[src/hw/rtl/lrupr_pkg.sv]
`timescale 1ns / 1ps
// ----------------------------------------------------------------------------
// lrupr_pkg
// Shared types and constants for the LRU page replacement table.
// ----------------------------------------------------------------------------
package lrupr_pkg;

    // field widths fixed by the interface
    localparam int PAGE_BITS    = 16;
    localparam int CFG_W        = 4;
    localparam int FRAME_OUT_W  = 3;
    localparam int FAULT_W      = 32;

    // frames_in_use after reset
    localparam logic [CFG_W-1:0] CFG_RESET = 4'd8;

    // controller states
    typedef enum logic [1:0] {
        ST_IDLE,
        ST_SCAN,
        ST_DRAIN,
        ST_COMMIT
    } lrupr_state_t;

    // controller to datapath
    typedef struct packed {
        logic load;
        logic rd_issue;
        logic commit;
        logic cfg_wr;
    } lrupr_cmd_t;

    // datapath to controller
    typedef struct packed {
        logic last_issue;
        logic out_free;
    } lrupr_sts_t;

endpackage

[src/hw/rtl/lru_page_replacement.sv]
`timescale 1ns / 1ps
// ----------------------------------------------------------------------------
// lru_page_replacement
// LRU page replacement table: one page reference in, one placement result out.
// ----------------------------------------------------------------------------
// Usage:
//   in channel (in_valid/in_stall) carries page and last_reference; a request
//   is taken when in_valid is high and in_stall is low.
//   out channel (out_valid/out_stall) carries hit, frame_index, evicted_valid,
//   evicted_page, fault_count and final_result; the result register holds
//   its payload for as long as out_stall is high.
//   cfg channel (cfg_valid/cfg_ready, cfg_data) writes frames_in_use; a write
//   also empties every frame and clears the recency ranks, fault count kept.
// Sequencing:
//   a request walks the active frames one per cycle through the single read
//   port of the page memory, then passes the drain and commit states; a new
//   request is taken only once the controller is back in idle.
//   While the result waits on out_stall the next request is still taken and
//   scanned; its commit waits until the result register is free.
// Reset:
//   all frames empty, ranks zero, fault count zero, frames_in_use = 8.
// ----------------------------------------------------------------------------
module lru_page_replacement #(
    parameter int FRAMES = 8
) (
    input  logic                                     clk,
    input  logic                                     rst_n,
    input  logic                                     in_valid,
    output logic                                     in_stall,
    input  logic [lrupr_pkg::PAGE_BITS-1:0]          page,
    input  logic                                     last_reference,
    output logic                                     out_valid,
    input  logic                                     out_stall,
    output logic                                     hit,
    output logic [lrupr_pkg::FRAME_OUT_W-1:0]        frame_index,
    output logic                                     evicted_valid,
    output logic [lrupr_pkg::PAGE_BITS-1:0]          evicted_page,
    output logic [lrupr_pkg::FAULT_W-1:0]            fault_count,
    output logic                                     final_result,
    input  logic                                     cfg_valid,
    output logic                                     cfg_ready,
    input  logic [lrupr_pkg::CFG_W-1:0]              cfg_data
);
    import lrupr_pkg::*;

    lrupr_cmd_t cmd;
    lrupr_sts_t sts;

    // sequencer
    lrupr_ctrl u_ctrl (
        .clk       (clk),
        .rst_n     (rst_n),
        .in_valid  (in_valid),
        .in_stall  (in_stall),
        .cfg_valid (cfg_valid),
        .cfg_ready (cfg_ready),
        .sts       (sts),
        .cmd       (cmd)
    );

    // table and result register
    lrupr_datapath #(
        .FRAMES (FRAMES)
    ) u_datapath (
        .clk            (clk),
        .rst_n          (rst_n),
        .cmd            (cmd),
        .sts            (sts),
        .cfg_data       (cfg_data),
        .page           (page),
        .last_reference (last_reference),
        .out_valid      (out_valid),
        .out_stall      (out_stall),
        .hit            (hit),
        .frame_index    (frame_index),
        .evicted_valid  (evicted_valid),
        .evicted_page   (evicted_page),
        .fault_count    (fault_count),
        .final_result   (final_result)
    );

endmodule

[src/hw/rtl/lrupr_ctrl.sv]
`timescale 1ns / 1ps
// ----------------------------------------------------------------------------
// lrupr_ctrl
// Sequencer for one request: frame scan, pipeline drain, table commit.
// ----------------------------------------------------------------------------
module lrupr_ctrl (
    input  logic                  clk,
    input  logic                  rst_n,
    input  logic                  in_valid,
    output logic                  in_stall,
    input  logic                  cfg_valid,
    output logic                  cfg_ready,
    input  lrupr_pkg::lrupr_sts_t sts,
    output lrupr_pkg::lrupr_cmd_t cmd
);
    import lrupr_pkg::*;

    lrupr_state_t state_reg;
    lrupr_state_t state_next;

    // state register
    always_ff @(posedge clk or negedge rst_n)
    begin
        if (!rst_n)
        begin
            state_reg <= ST_IDLE;
        end
        else
        begin
            state_reg <= state_next;
        end
    end

    // next state
    always_comb
    begin
        state_next = state_reg;
        unique case (state_reg)
            ST_IDLE:
            begin
                if (in_valid && !cfg_valid)
                begin
                    state_next = ST_SCAN;
                end
            end
            ST_SCAN:
            begin
                if (sts.last_issue)
                begin
                    state_next = ST_DRAIN;
                end
            end
            ST_DRAIN:
            begin
                state_next = ST_COMMIT;
            end
            ST_COMMIT:
            begin
                if (sts.out_free)
                begin
                    state_next = ST_IDLE;
                end
            end
            default:
            begin
                state_next = ST_IDLE;
            end
        endcase
    end

    // outputs
    always_comb
    begin
        in_stall     = 1'b1;
        cfg_ready    = 1'b0;
        cmd.load     = 1'b0;
        cmd.rd_issue = 1'b0;
        cmd.commit   = 1'b0;
        cmd.cfg_wr   = 1'b0;
        unique case (state_reg)
            ST_IDLE:
            begin
                cfg_ready  = 1'b1;
                cmd.cfg_wr = cfg_valid;
                in_stall   = cfg_valid;
                cmd.load   = in_valid && !cfg_valid;
            end
            ST_SCAN:
            begin
                cmd.rd_issue = 1'b1;
            end
            ST_DRAIN:
            begin
                cmd.rd_issue = 1'b0;
            end
            ST_COMMIT:
            begin
                cmd.commit = sts.out_free;
            end
            default:
            begin
                in_stall = 1'b1;
            end
        endcase
    end

endmodule

[src/hw/rtl/lrupr_datapath.sv]
`timescale 1ns / 1ps
// ----------------------------------------------------------------------------
// lrupr_datapath
// Page memory, valid bits, recency ranks, scan evaluation and result register.
// ----------------------------------------------------------------------------
module lrupr_datapath #(
    parameter int FRAMES = 8
) (
    input  logic                                     clk,
    input  logic                                     rst_n,
    input  lrupr_pkg::lrupr_cmd_t                    cmd,
    output lrupr_pkg::lrupr_sts_t                    sts,
    input  logic [lrupr_pkg::CFG_W-1:0]              cfg_data,
    input  logic [lrupr_pkg::PAGE_BITS-1:0]          page,
    input  logic                                     last_reference,
    output logic                                     out_valid,
    input  logic                                     out_stall,
    output logic                                     hit,
    output logic [lrupr_pkg::FRAME_OUT_W-1:0]        frame_index,
    output logic                                     evicted_valid,
    output logic [lrupr_pkg::PAGE_BITS-1:0]          evicted_page,
    output logic [lrupr_pkg::FAULT_W-1:0]            fault_count,
    output logic                                     final_result
);
    import lrupr_pkg::*;

    localparam int IDX_W = (FRAMES > 1) ? $clog2(FRAMES) : 1;
    localparam int CNT_W = $clog2(FRAMES + 1);

    // page memory, undefined until written
    logic [PAGE_BITS-1:0] mem [FRAMES];
    logic [PAGE_BITS-1:0] mem_q_reg;

    logic [FRAMES-1:0]    valid_reg;
    logic [IDX_W-1:0]     rank_reg [FRAMES];
    logic [CFG_W-1:0]     fiu_reg;
    logic [FAULT_W-1:0]   fault_reg;

    logic [PAGE_BITS-1:0] req_page_reg;
    logic                 req_last_reg;
    logic [IDX_W-1:0]     cnt_reg;
    logic [IDX_W-1:0]     rd_idx_reg;
    logic                 rd_pend_reg;

    logic                 hit_found_reg;
    logic [IDX_W-1:0]     hit_idx_reg;
    logic [IDX_W-1:0]     hit_rank_reg;
    logic                 empty_found_reg;
    logic [IDX_W-1:0]     empty_idx_reg;
    logic [IDX_W-1:0]     vic_idx_reg;
    logic [IDX_W-1:0]     vic_rank_reg;
    logic [PAGE_BITS-1:0] vic_page_reg;

    logic                   out_valid_reg;
    logic                   out_hit_reg;
    logic [FRAME_OUT_W-1:0] out_frame_reg;
    logic                   out_ev_valid_reg;
    logic [PAGE_BITS-1:0]   out_ev_page_reg;
    logic                   out_last_reg;

    logic [CNT_W-1:0]     n_active;
    logic                 ev_valid;
    logic                 ev_hit;
    logic                 ev_empty;
    logic                 ev_victim;
    logic [IDX_W-1:0]     sel_idx;
    logic [IDX_W-1:0]     sel_age;
    logic                 age_all;
    logic                 miss;
    logic [FAULT_W-1:0]   fault_next;

    // active frame count, clamped to 1..FRAMES
    always_comb
    begin
        if (fiu_reg == '0)
        begin
            n_active = CNT_W'(1);
        end
        else if (32'(fiu_reg) > FRAMES)
        begin
            n_active = CNT_W'(FRAMES);
        end
        else
        begin
            n_active = CNT_W'(fiu_reg);
        end
    end

    assign sts.last_issue = (CNT_W'(cnt_reg) + CNT_W'(1)) == n_active;
    assign sts.out_free   = !out_valid_reg || !out_stall;

    // scan read port
    always_ff @(posedge clk)
    begin
        if (cmd.rd_issue)
        begin
            mem_q_reg <= mem[cnt_reg];
        end
        if (cmd.commit && miss)
        begin
            mem[sel_idx] <= req_page_reg;
        end
    end

    // evaluation of the entry returned by the memory
    assign ev_valid  = valid_reg[rd_idx_reg];
    assign ev_hit    = rd_pend_reg && ev_valid && (mem_q_reg == req_page_reg)
                       && !hit_found_reg;
    assign ev_empty  = rd_pend_reg && !ev_valid && !empty_found_reg;
    assign ev_victim = rd_pend_reg &&
                       ((rd_idx_reg == '0) || (rank_reg[rd_idx_reg] > vic_rank_reg));

    // request capture and scan bookkeeping
    always_ff @(posedge clk or negedge rst_n)
    begin
        if (!rst_n)
        begin
            cnt_reg         <= '0;
            rd_pend_reg     <= 1'b0;
            hit_found_reg   <= 1'b0;
            empty_found_reg <= 1'b0;
        end
        else
        begin
            rd_pend_reg <= cmd.rd_issue;
            if (cmd.load)
            begin
                cnt_reg         <= '0;
                hit_found_reg   <= 1'b0;
                empty_found_reg <= 1'b0;
            end
            else
            begin
                if (cmd.rd_issue)
                begin
                    cnt_reg <= cnt_reg + IDX_W'(1);
                end
                if (ev_hit)
                begin
                    hit_found_reg <= 1'b1;
                end
                if (ev_empty)
                begin
                    empty_found_reg <= 1'b1;
                end
            end
        end
    end

    // scan payload
    always_ff @(posedge clk)
    begin
        if (cmd.load)
        begin
            req_page_reg <= page;
            req_last_reg <= last_reference;
        end
        if (cmd.rd_issue)
        begin
            rd_idx_reg <= cnt_reg;
        end
        if (ev_hit)
        begin
            hit_idx_reg  <= rd_idx_reg;
            hit_rank_reg <= rank_reg[rd_idx_reg];
        end
        if (ev_empty)
        begin
            empty_idx_reg <= rd_idx_reg;
        end
        if (ev_victim)
        begin
            vic_idx_reg  <= rd_idx_reg;
            vic_rank_reg <= rank_reg[rd_idx_reg];
            vic_page_reg <= mem_q_reg;
        end
    end

    // chosen frame and the age below which frames grow older
    always_comb
    begin
        miss    = !hit_found_reg;
        age_all = 1'b0;
        priority if (hit_found_reg)
        begin
            sel_idx = hit_idx_reg;
            sel_age = hit_rank_reg;
        end
        else if (empty_found_reg)
        begin
            sel_idx = empty_idx_reg;
            sel_age = '0;
            age_all = 1'b1;
        end
        else
        begin
            sel_idx = vic_idx_reg;
            sel_age = vic_rank_reg;
        end
    end

    // saturating fault count
    assign fault_next = (miss && (fault_reg != '1)) ? fault_reg + FAULT_W'(1) : fault_reg;

    // frame count register and fault counter
    always_ff @(posedge clk or negedge rst_n)
    begin
        if (!rst_n)
        begin
            fiu_reg   <= CFG_RESET;
            fault_reg <= '0;
        end
        else
        begin
            if (cmd.cfg_wr)
            begin
                fiu_reg <= cfg_data;
            end
            if (cmd.commit)
            begin
                fault_reg <= fault_next;
            end
        end
    end

    // per-frame valid bit and recency rank update
    for (genvar g = 0; g < FRAMES; g++)
    begin : g_frame
        logic ages;

        assign ages = (CNT_W'(g) < n_active) && (IDX_W'(g) != sel_idx) && valid_reg[g]
                      && (age_all || (rank_reg[g] < sel_age));

        always_ff @(posedge clk or negedge rst_n)
        begin
            if (!rst_n)
            begin
                valid_reg[g] <= 1'b0;
                rank_reg[g]  <= '0;
            end
            else if (cmd.cfg_wr)
            begin
                valid_reg[g] <= 1'b0;
                rank_reg[g]  <= '0;
            end
            else if (cmd.commit)
            begin
                if (IDX_W'(g) == sel_idx)
                begin
                    valid_reg[g] <= 1'b1;
                    rank_reg[g]  <= '0;
                end
                else if (ages)
                begin
                    rank_reg[g] <= rank_reg[g] + IDX_W'(1);
                end
            end
        end
    end

    // result register
    always_ff @(posedge clk or negedge rst_n)
    begin
        if (!rst_n)
        begin
            out_valid_reg <= 1'b0;
        end
        else if (cmd.commit)
        begin
            out_valid_reg <= 1'b1;
        end
        else if (!out_stall)
        begin
            out_valid_reg <= 1'b0;
        end
    end

    always_ff @(posedge clk)
    begin
        if (cmd.commit)
        begin
            out_hit_reg      <= hit_found_reg;
            out_frame_reg    <= FRAME_OUT_W'(sel_idx);
            out_ev_valid_reg <= miss && !empty_found_reg;
            out_ev_page_reg  <= (miss && !empty_found_reg) ? vic_page_reg : '0;
            out_last_reg     <= req_last_reg;
        end
    end

    assign out_valid     = out_valid_reg;
    assign hit           = out_hit_reg;
    assign frame_index   = out_frame_reg;
    assign evicted_valid = out_ev_valid_reg;
    assign evicted_page  = out_ev_page_reg;
    assign fault_count   = fault_reg;
    assign final_result  = out_last_reg;

endmodule

[config.mk]
export PLATFORM = sky130hd
export DESIGN_NAME = lru_page_replacement
export DESIGN_NICKNAME = d
export VERILOG_FILES = /design/src/hw/rtl/lrupr_pkg.sv /design/src/hw/rtl/lru_page_replacement.sv /design/src/hw/rtl/lrupr_ctrl.sv /design/src/hw/rtl/lrupr_datapath.sv
export SDC_FILE = /design/constraint.sdc
export NUM_CORES = 1
export LEC_CHECK = 0
export ABC_AREA = 1
export BUFFER_PORTS_ARGS = -buffer_cell sky130_fd_sc_hd__buf_4
export CAP_MARGIN = 40
export CORE_MARGIN = 1.5
export CORE_UTILIZATION = 39
export DETAILED_ROUTE_END_ITERATION = 10
export PLACE_DENSITY = 0.61
export SYNTH_ARGS = -nofsm -noshare
export SYNTH_HDL_FRONTEND = slang
export SYNTH_SLANG_ARGS = --single-unit
[constraint.sdc]
create_clock -name clk -period 10.4 [get_ports clk]
set_clock_uncertainty 0.1 [all_clocks]
set_input_delay 2.08 -clock clk [delete_from_list [all_inputs] [get_ports clk]]
set_output_delay 2.08 -clock clk [all_outputs]
set_load 0.03 [all_outputs]
Yosys cells after proc, flatten, opt, wreduce, memory -nomap -nowiden
Memory sizes are Yosys's and may differ from the RTL's. A register that Yosys moved wholly into a read port is not among the register bits.
Index checks and enable logic that the tools add are counted.

storage, ports and cells
  memories = 1
  logic and storage cells = 277
  input bits = 26
  RAM bits = 128
  output and inout bits = 57
  flip-flop bits (word level) = 150

memory list
  memory          depth  width  rd ports  clocked after memory_dff  wr ports  line                  RTL
  u_datapath.mem  8      16     1         1                         1         lrupr_datapath.sv:31  logic [PAGE_BITS-1:0] mem [FRAMES];

operators by class
  $lt $le $gt $ge = 20
  $add $sub $neg = 11
  reduce and logical (&&, ||, !) cells = 93
  equal/unequal tests = 24
  multiplexer cells = 89
  bitwise gates (word level) = 1

operators with widths
  cell                     count
  $mux W3                  40
  $mux W1                  41
  $logic_and A1 B1 Y1      34
  $reduce_and A2 Y1        17
  $add A32 B1 Y32 const B  1
  $ne A32 B32 Y1 const B   1
  $add A3 B1 Y3 const B    9
  $reduce_bool A3 Y1       9
  $lt A3 B3 Y1             8
  $reduce_bool A2 Y1       12
  $eq A16 B16 Y1           1
  $lt A3 B4 Y1 const A     4
  $eq A3 B3 Y1 const A     4
  $ne A3 B3 Y1 const A     4
  $logic_or A1 B1 Y1       10
  $bmux W3 S3              1
  $lt A1 B4 Y1 const A     2
  $lt A2 B4 Y1 const A     2
  $mux W4                  2
  $pmux W2 S4              1
  $eq A2 B3 Y1 const A     2
  $logic_not A1 Y1         6
  $logic_not A3 Y1         2
  $mux W2                  3
  other kinds (18)         22

Longest topological paths before layout
Gate-level depths: netlist of the first run.

  depth after elaboration = 11
  gate-level depth with buffers = 13
  mapped depth without buffers = 13

Hierarchy
From an unflattened synthesis of the first run, not the netlist that was laid out.

unflattened totals
  cell total of the unflattened synthesis = 1374
  area, all modules = 13751.9 um^2

by module, submodules not included
  module          cells an instance  times used  area each (um^2)
  lrupr_datapath  1342               1           13538.0
  lrupr_ctrl      32                 1           214.0

Least setup slack after synthesis of the first run
No wires, ideal clock.

  path kind = in2out
  from = input cfg_valid
  to = output in_stall
  path buffers = 0
  data required time = 8.220 ns
  data arrival time = 2.323 ns
  stages = 2
  slack = 5.897 ns
  cells stage by stage = inv_1 nand2_1

between the ends
  word-level cells in the longest chain between the ends = 1

RTL lines
  element          line                        RTL
  start, declared  lru_page_replacement.sv:40  input logic cfg_valid,
  $mux W1          lrupr_ctrl.sv:80            unique case (state_reg)
  end, declared    lru_page_replacement.sv:29  output logic in_stall,

Every way passes these cells.

Worst setup path after layout of the first run
Ends and elaborated chain as after synthesis.

==> flow_metrics.tcl, run 1 <==
set metrics [dict create \
    wl_per_cell_um 16.3 \
    insertion_delay_ns 0.57 \
    die_area_um2 36500 \
    cts_setup_buffers 0 \
    power.switching_uw 1640 \
    p_leak_uw 0.00667 \
    core.rowCount 68 \
    setup_viol 0 \
    async_flop_share_pct 26.2 \
    synth_nets 1430 \
    grt_pass1_wl_um 50600 \
    p_per_area_nw_per_um2 269 \
    rsz0062_at_grt "no" \
    worstMarginPinSlew_ns 1.08 \
    ios 83 \
    outcome "finished clean" \
    vdd_drop_max_v 0.000162 \
    layout_min_cycle_time_ns 4.67 \
    cts_tree "built" \
    grt_pass1_vias 9448 \
    syn_inst 1371 \
    antenna_found_initial 0 \
    drt_wl_total_um 31800 \
    cts_sinks 294 \
    synth_top_area_share_pct 47.3 \
    end_kind "primary output" \
    cts-buffers-inserted 31 \
    crit_arrival_ns 2.49 \
    hp-class "reg2reg" \
    place_ws_ns 5.74 \
    gr-total-overflow 0 \
    switching_share_pct 38.3 \
    synthToLayoutAreaGrowth_pct 15.8 \
    synth.area.top_cells "edfxtp_1 (47%), dfrtp_1 (14%), nand2_1 (8.1%)" \
    final_nets 1524 \
    synth_edf_count 217 \
    synthDistinctLibCells 46 \
    intPower_uw 2650 \
    grt_usage_pct 17.6 \
    vias 9781 \
    coreArea_um2 34600 \
    report.final.slew_viol_count 0 \
    required_ns 8.22 \
    period_share_pct 44.9 \
    setup_tns_ns 0 \
    clk_path_buf_depth 3 \
    fin_ws_ns 5.73 \
    synth_largest_area_cell "edfxtp_1" \
    timing.slew.headroom_pct 28.2 \
    final_common_cell "nand2_1" \
    final_cell_mix "nand2_1 (298), nor2_1 (228), edfxtp_1 (217)" \
    diodes 0 \
    pwr-share-clk_pct 24.4 \
    root_buffer "clkbuf_16" \
    cts_htree_levels 1 \
    synth_seq_area_share_pct 61.3 \
    avgSynthCellArea_um2 10.0 \
    startpoint_type "input pin" \
    seq_power_share_pct 40.2 \
    post-route-drc-count 0 \
    drt.antenna.violating_nets 0 \
    synth-main-ff-cell "edfxtp_1" \
    drt_iter0_drc 718 \
    portBuffers 82 \
    p_comb_share_pct 35.4 \
    place_congestion 0.847 \
    first_pass_iters 5 \
    die_height_um 191 \
    max_freq_mhz 214 \
    drv_cap 0 \
    ys_ff_latch 294 \
    crit_fanout 3 \
    initial_core_util_pct 39.8 \
    post_route_cells_drive_above_1_share_pct 14.2 \
    via_per_inst 5.03 \
    netlist_area_um2 13800 \
    path_clk_slew_ns 0.06 \
    hpwl_um 21100 \
    yosysWarningCount 0 \
    final_hold_viol_count 0 \
    largest_reg_flops 128 \
    critPathKind "in2out" \
    cts_resized 0 \
    die_w_um 191 \
    ctsHoldBuffers 0 \
    grt_max_degree 70 \
]
## synth_stat cells, types with 19 or more instances
library cell / number
a21oi_1: 24
a31oi_1: 20
clkbuf_1: 25
dfrtp_1: 76
edfxtp_1: 217
ha_1: 33
inv_1: 99
nand2_1: 298
nand3_1: 51
nand4_1: 24
nor2_1: 229
o21ai_0: 95
o22ai_1: 19
xnor2_1: 25
xor2_1: 20
## final cells by class
type | instances | area, um^2
well taps | 455 | 569
repair buffers | 103 | 855
clock inverters | 20 | 156
multi-input cells | 923 | 4700
clock buffers | 37 | 798
inverters | 112 | 424
fillers | 3157 | 18700
flip-flops and latches | 294 | 8450
## power groups by stage
stage	sequential [uW]	clock [uW]	combinational (uW)
after detailed placement	1750	0	1520
after floorplan	1760	0	1040
after global placement	1750	0	1440
after CTS	1730	1070	1530
after global routing	1750	1110	1710
final	1730	1050	1520
## per-stage QoR
stage	hold slack [ns]	instance area (um^2)	cells	util, %	total power (uW)
2_1_floorplan	0.300	13800	1371	-	2790
3_3_place_gp	0.301	14900	1880	42.9	3180
3_5_place_dp	0.326	15000	1886	43.3	3270
4_1_cts	0.340	15900	1943	46.0	4320
5_1_grt	0.343	15900	1944	46.0	4580
6_report	0.336	15900	1944	46.0	4290
## kinds of logic after synthesis
logic type	count (synthesis)	share of synthesized area, %
AND/OR/NAND/NOR	676	21.5
adder cells (fa/ha/maj)	33	3.00
XOR/XNOR	45	2.86
flip-flops	294	61.3
AO/OA/AOI/OAI	169	6.70
buffers and inverters	154	4.64
## metal layers
layer  track usage [%]  routed length [um]  vias to the layer above
li1                  -                   -                     4810
met1              25.2               14800                     4636
met2              27.8               14200                      281
met3              2.61                2050                       54
met4              4.66                 690                        0
met5                 0                   0                        -
## critical path: stages
cell     delay, ns
buf_4         0.12
inv_1         0.04
nand2_1       0.07
buf_4         0.18
## final timing paths
kind | startpoint | cells past startpoint | endpoint | slack, ns
max | cfg_valid | 4 | in_stall | 5.73
max reg2reg | u_datapath.rd_idx_reg[0] | 11 | u_datapath.vic_page_reg[5] | 6.88
max in group asynchronous | rst_n | 2 | u_datapath.cnt_reg[0] | 7.80
min reg2reg | u_datapath.req_last_reg | 0 | u_datapath.final_result | 0.34
min in group asynchronous | rst_n | 1 | u_datapath.rank_reg[4] | 1.28
min | u_datapath.req_last_reg | 0 | u_datapath.final_result | 0.34
Power figures use the tool's default switching activity.
==> run 2, diff against run 1 <==
--- a/config.mk
+++ b/config.mk
@@ -11,7 +11,7 @@
 export CORE_MARGIN = 1.5
 export CORE_UTILIZATION = 39
 export DETAILED_ROUTE_END_ITERATION = 10
-export PLACE_DENSITY = 0.61
+export PLACE_DENSITY = 0.63
 export SYNTH_ARGS = -nofsm -noshare
 export SYNTH_HDL_FRONTEND = slang
 export SYNTH_SLANG_ARGS = --single-unit
==> constraint.sdc (replaced) <==
create_clock -name clk -period 3.8 [get_ports clk]
set_clock_uncertainty 0.1 [all_clocks]
set_input_delay 0.76 -clock clk [delete_from_list [all_inputs] [get_ports clk]]
set_output_delay 0.76 -clock clk [all_outputs]
set_load 0.03 [all_outputs]
==> flow_metrics.tcl, run 2 (synthesis gave the netlist of run 1 again) <==
set metrics [dict create \
    die_w_um 191 \
    final_hold_viol_count 0 \
    outcome "finished clean" \
    worstReg2RegEnd "u_datapath.vic_page_reg[5]" \
    ios 83 \
    switching_share_pct 38.3 \
    utilization_pct 46.0 \
    vdd_drop_max_v 0.000434 \
    report.final.slew_viol_count 0 \
    layout_min_cycle_time_ns 3.20 \
    setup_tns_ns 0 \
    grt_pass1_vias 9300 \
    cts-buffers-inserted 31 \
    place_congestion 0.884 \
    drv_cap 0 \
    critPathKind "reg2reg" \
    pwr-share-clk_pct 24.3 \
    place_area_um2 15000 \
    max_freq_mhz 313 \
    rr_worst_depth 12 \
    cts_resized 0 \
    clk_path_buf_depth 3 \
    hpwl_um 21300 \
    nFillCells 3201 \
    intPower_uw 7210 \
    portBuffers 82 \
    gr-total-overflow 0 \
    drt.antenna.violating_nets 0 \
    design_area_um2 15900 \
    crit_top_cell "inv_1" \
    final_nets 1526 \
    first_pass_iters 5 \
    crit_arrival_ns 3.34 \
    drt_wl_total_um 31500 \
    cts_setup_buffers 0 \
    core.rowCount 68 \
    fin_ws_ns 0.605 \
    p_per_area_nw_per_um2 733 \
    rsz0062_at_grt "no" \
    critPathSlowestCell "edfxtp_1" \
    insertion_delay_ns 0.57 \
    period_share_pct 84.1 \
    seq_power_share_pct 40.6 \
    p_comb_share_pct 35.1 \
    startpoint_type "register" \
    root_buffer "clkbuf_16" \
    p_leak_uw 0.00667 \
    vias 9665 \
    max_stage_delay_ns 0.73 \
    cts_sinks 294 \
    required_ns 3.94 \
    via_per_inst 4.96 \
    drt_iter0_drc 731 \
    coreArea_um2 34600 \
    final_cell_mix "nand2_1 (298), nor2_1 (228), edfxtp_1 (217)" \
    die_height_um 191 \
    cts_tree "built" \
    hp-class "in2async" \
    path_clk_slew_ns 0.06 \
    diodes 0 \
    end_kind "register" \
    setup_viol 0 \
    power.switching_uw 4470 \
    grt_max_degree 69 \
    crit_chain "inv_1 -> a21oi_1 -> o21ai_0 -> nand2_1 -> inv_1 -> o21ai_0 -> inv_1 -> ha_1 -> nand3_1 -> nand2_1 -> a21oi_2 -> buf_4" \
    grt_pass1_wl_um 50700 \
    final_common_cell "nand2_1" \
    r2r_setup_slack_ns 0.60 \
    r2r_start "u_datapath.rd_idx_reg[0]" \
    post-route-drc-count 0 \
    die_area_um2 36500 \
    grt_usage_pct 17.6 \
    synthToLayoutAreaGrowth_pct 15.7 \
    ctsHoldBuffers 0 \
    worstMarginPinSlew_ns 0.710 \
    wl_per_cell_um 16.2 \
    largest_reg_flops 128 \
    cts_htree_levels 1 \
    timing.slew.headroom_pct 52.7 \
    critical_path_buf_inv_count 4 \
    place_ws_ns 0.721 \
    initial_core_util_pct 39.8 \
    critPathTopFamily "buffers and inverters" \
    antenna_found_initial 0 \
    post_route_cells_drive_above_1_share_pct 14.6 \
    crit_fanout 22 \
]
[run 2: cell types whose count changed in the layout (fill, tap and decap cells not counted)]
| cell | delta |
|---|---|
| buf_16 | -2 |
| buf_4 | +4 |
| buf_6 | -1 |
| buf_8 | +1 |
| bufinv_16 | -2 |
| clkbuf_1 | +4 |
| clkbuf_16 | +1 |
| clkbuf_8 | +4 |
| clkinv_1 | -7 |
| inv_16 | -1 |
| inv_6 | +2 |
[run 2: worst max path at each step]
stage                              from                           to  slack, ns  cells after the start
6_report       u_datapath.rd_idx_reg[0]   u_datapath.vic_page_reg[5]       0.60                     12
5_1_grt        u_datapath.rd_idx_reg[0]    u_datapath.vic_idx_reg[0]       0.31                     12
4_1_cts        u_datapath.rd_idx_reg[0]   u_datapath.vic_page_reg[5]       0.68                     12
3_5_place_dp   u_datapath.rd_idx_reg[0]   u_datapath.vic_page_reg[7]       0.72                     12
3_3_place_gp   u_datapath.rd_idx_reg[0]  u_datapath.vic_page_reg[10]       0.85                     12
2_1_floorplan  u_datapath.rd_idx_reg[0]    u_datapath.vic_idx_reg[0]       0.38                     12
[run 2: metal layers]
| layer | vias to the layer above | wire length, um | GRT usage [%] |
|---|---|---|---|
| met4 | 0 | 482 | 4.88 |
| li1 | 4824 | - | - |
| met2 | 233 | 14700 | 28.3 |
| met5 | - | 0 | 0 |
| met3 | 38 | 1690 | 2.74 |
| met1 | 4570 | 14700 | 24.8 |
[run 2: layout make-up]
| class | count | area, um^2 | area share [%] |
|---|---|---|---|
| flip-flops and latches | 294 | 8450 | 53.0 |
| multi-input cells | 923 | 4700 | 29.5 |
| clock buffers | 46 | 893 | 5.61 |
| repair buffers | 105 | 833 | 5.23 |
| well taps | 455 | 569 | 3.57 |
| inverters | 112 | 424 | 2.66 |
| clock inverters | 12 | 67.6 | 0.424 |
[run 2: power by group through the flow]
stage	registers, uW	clock network [uW]	logic, uW
2_1_floorplan	4810	0	2840
3_3_place_gp	4790	0	3930
3_5_place_dp	4810	0	4100
4_1_cts	4750	2910	4120
5_1_grt	4820	3050	4600
6_report	4750	2830	4100
[run 2: stage by stage]
step                      hold WS (ns)  instances  power [uW]
after floorplan                  0.300       1371        7650
final                           0.0122       1947       11700
after detailed placement         0.307       1889        8910
after global placement           0.301       1885        8720
after global routing            0.0189       1947       12500
after CTS                      0.00322       1947       11800
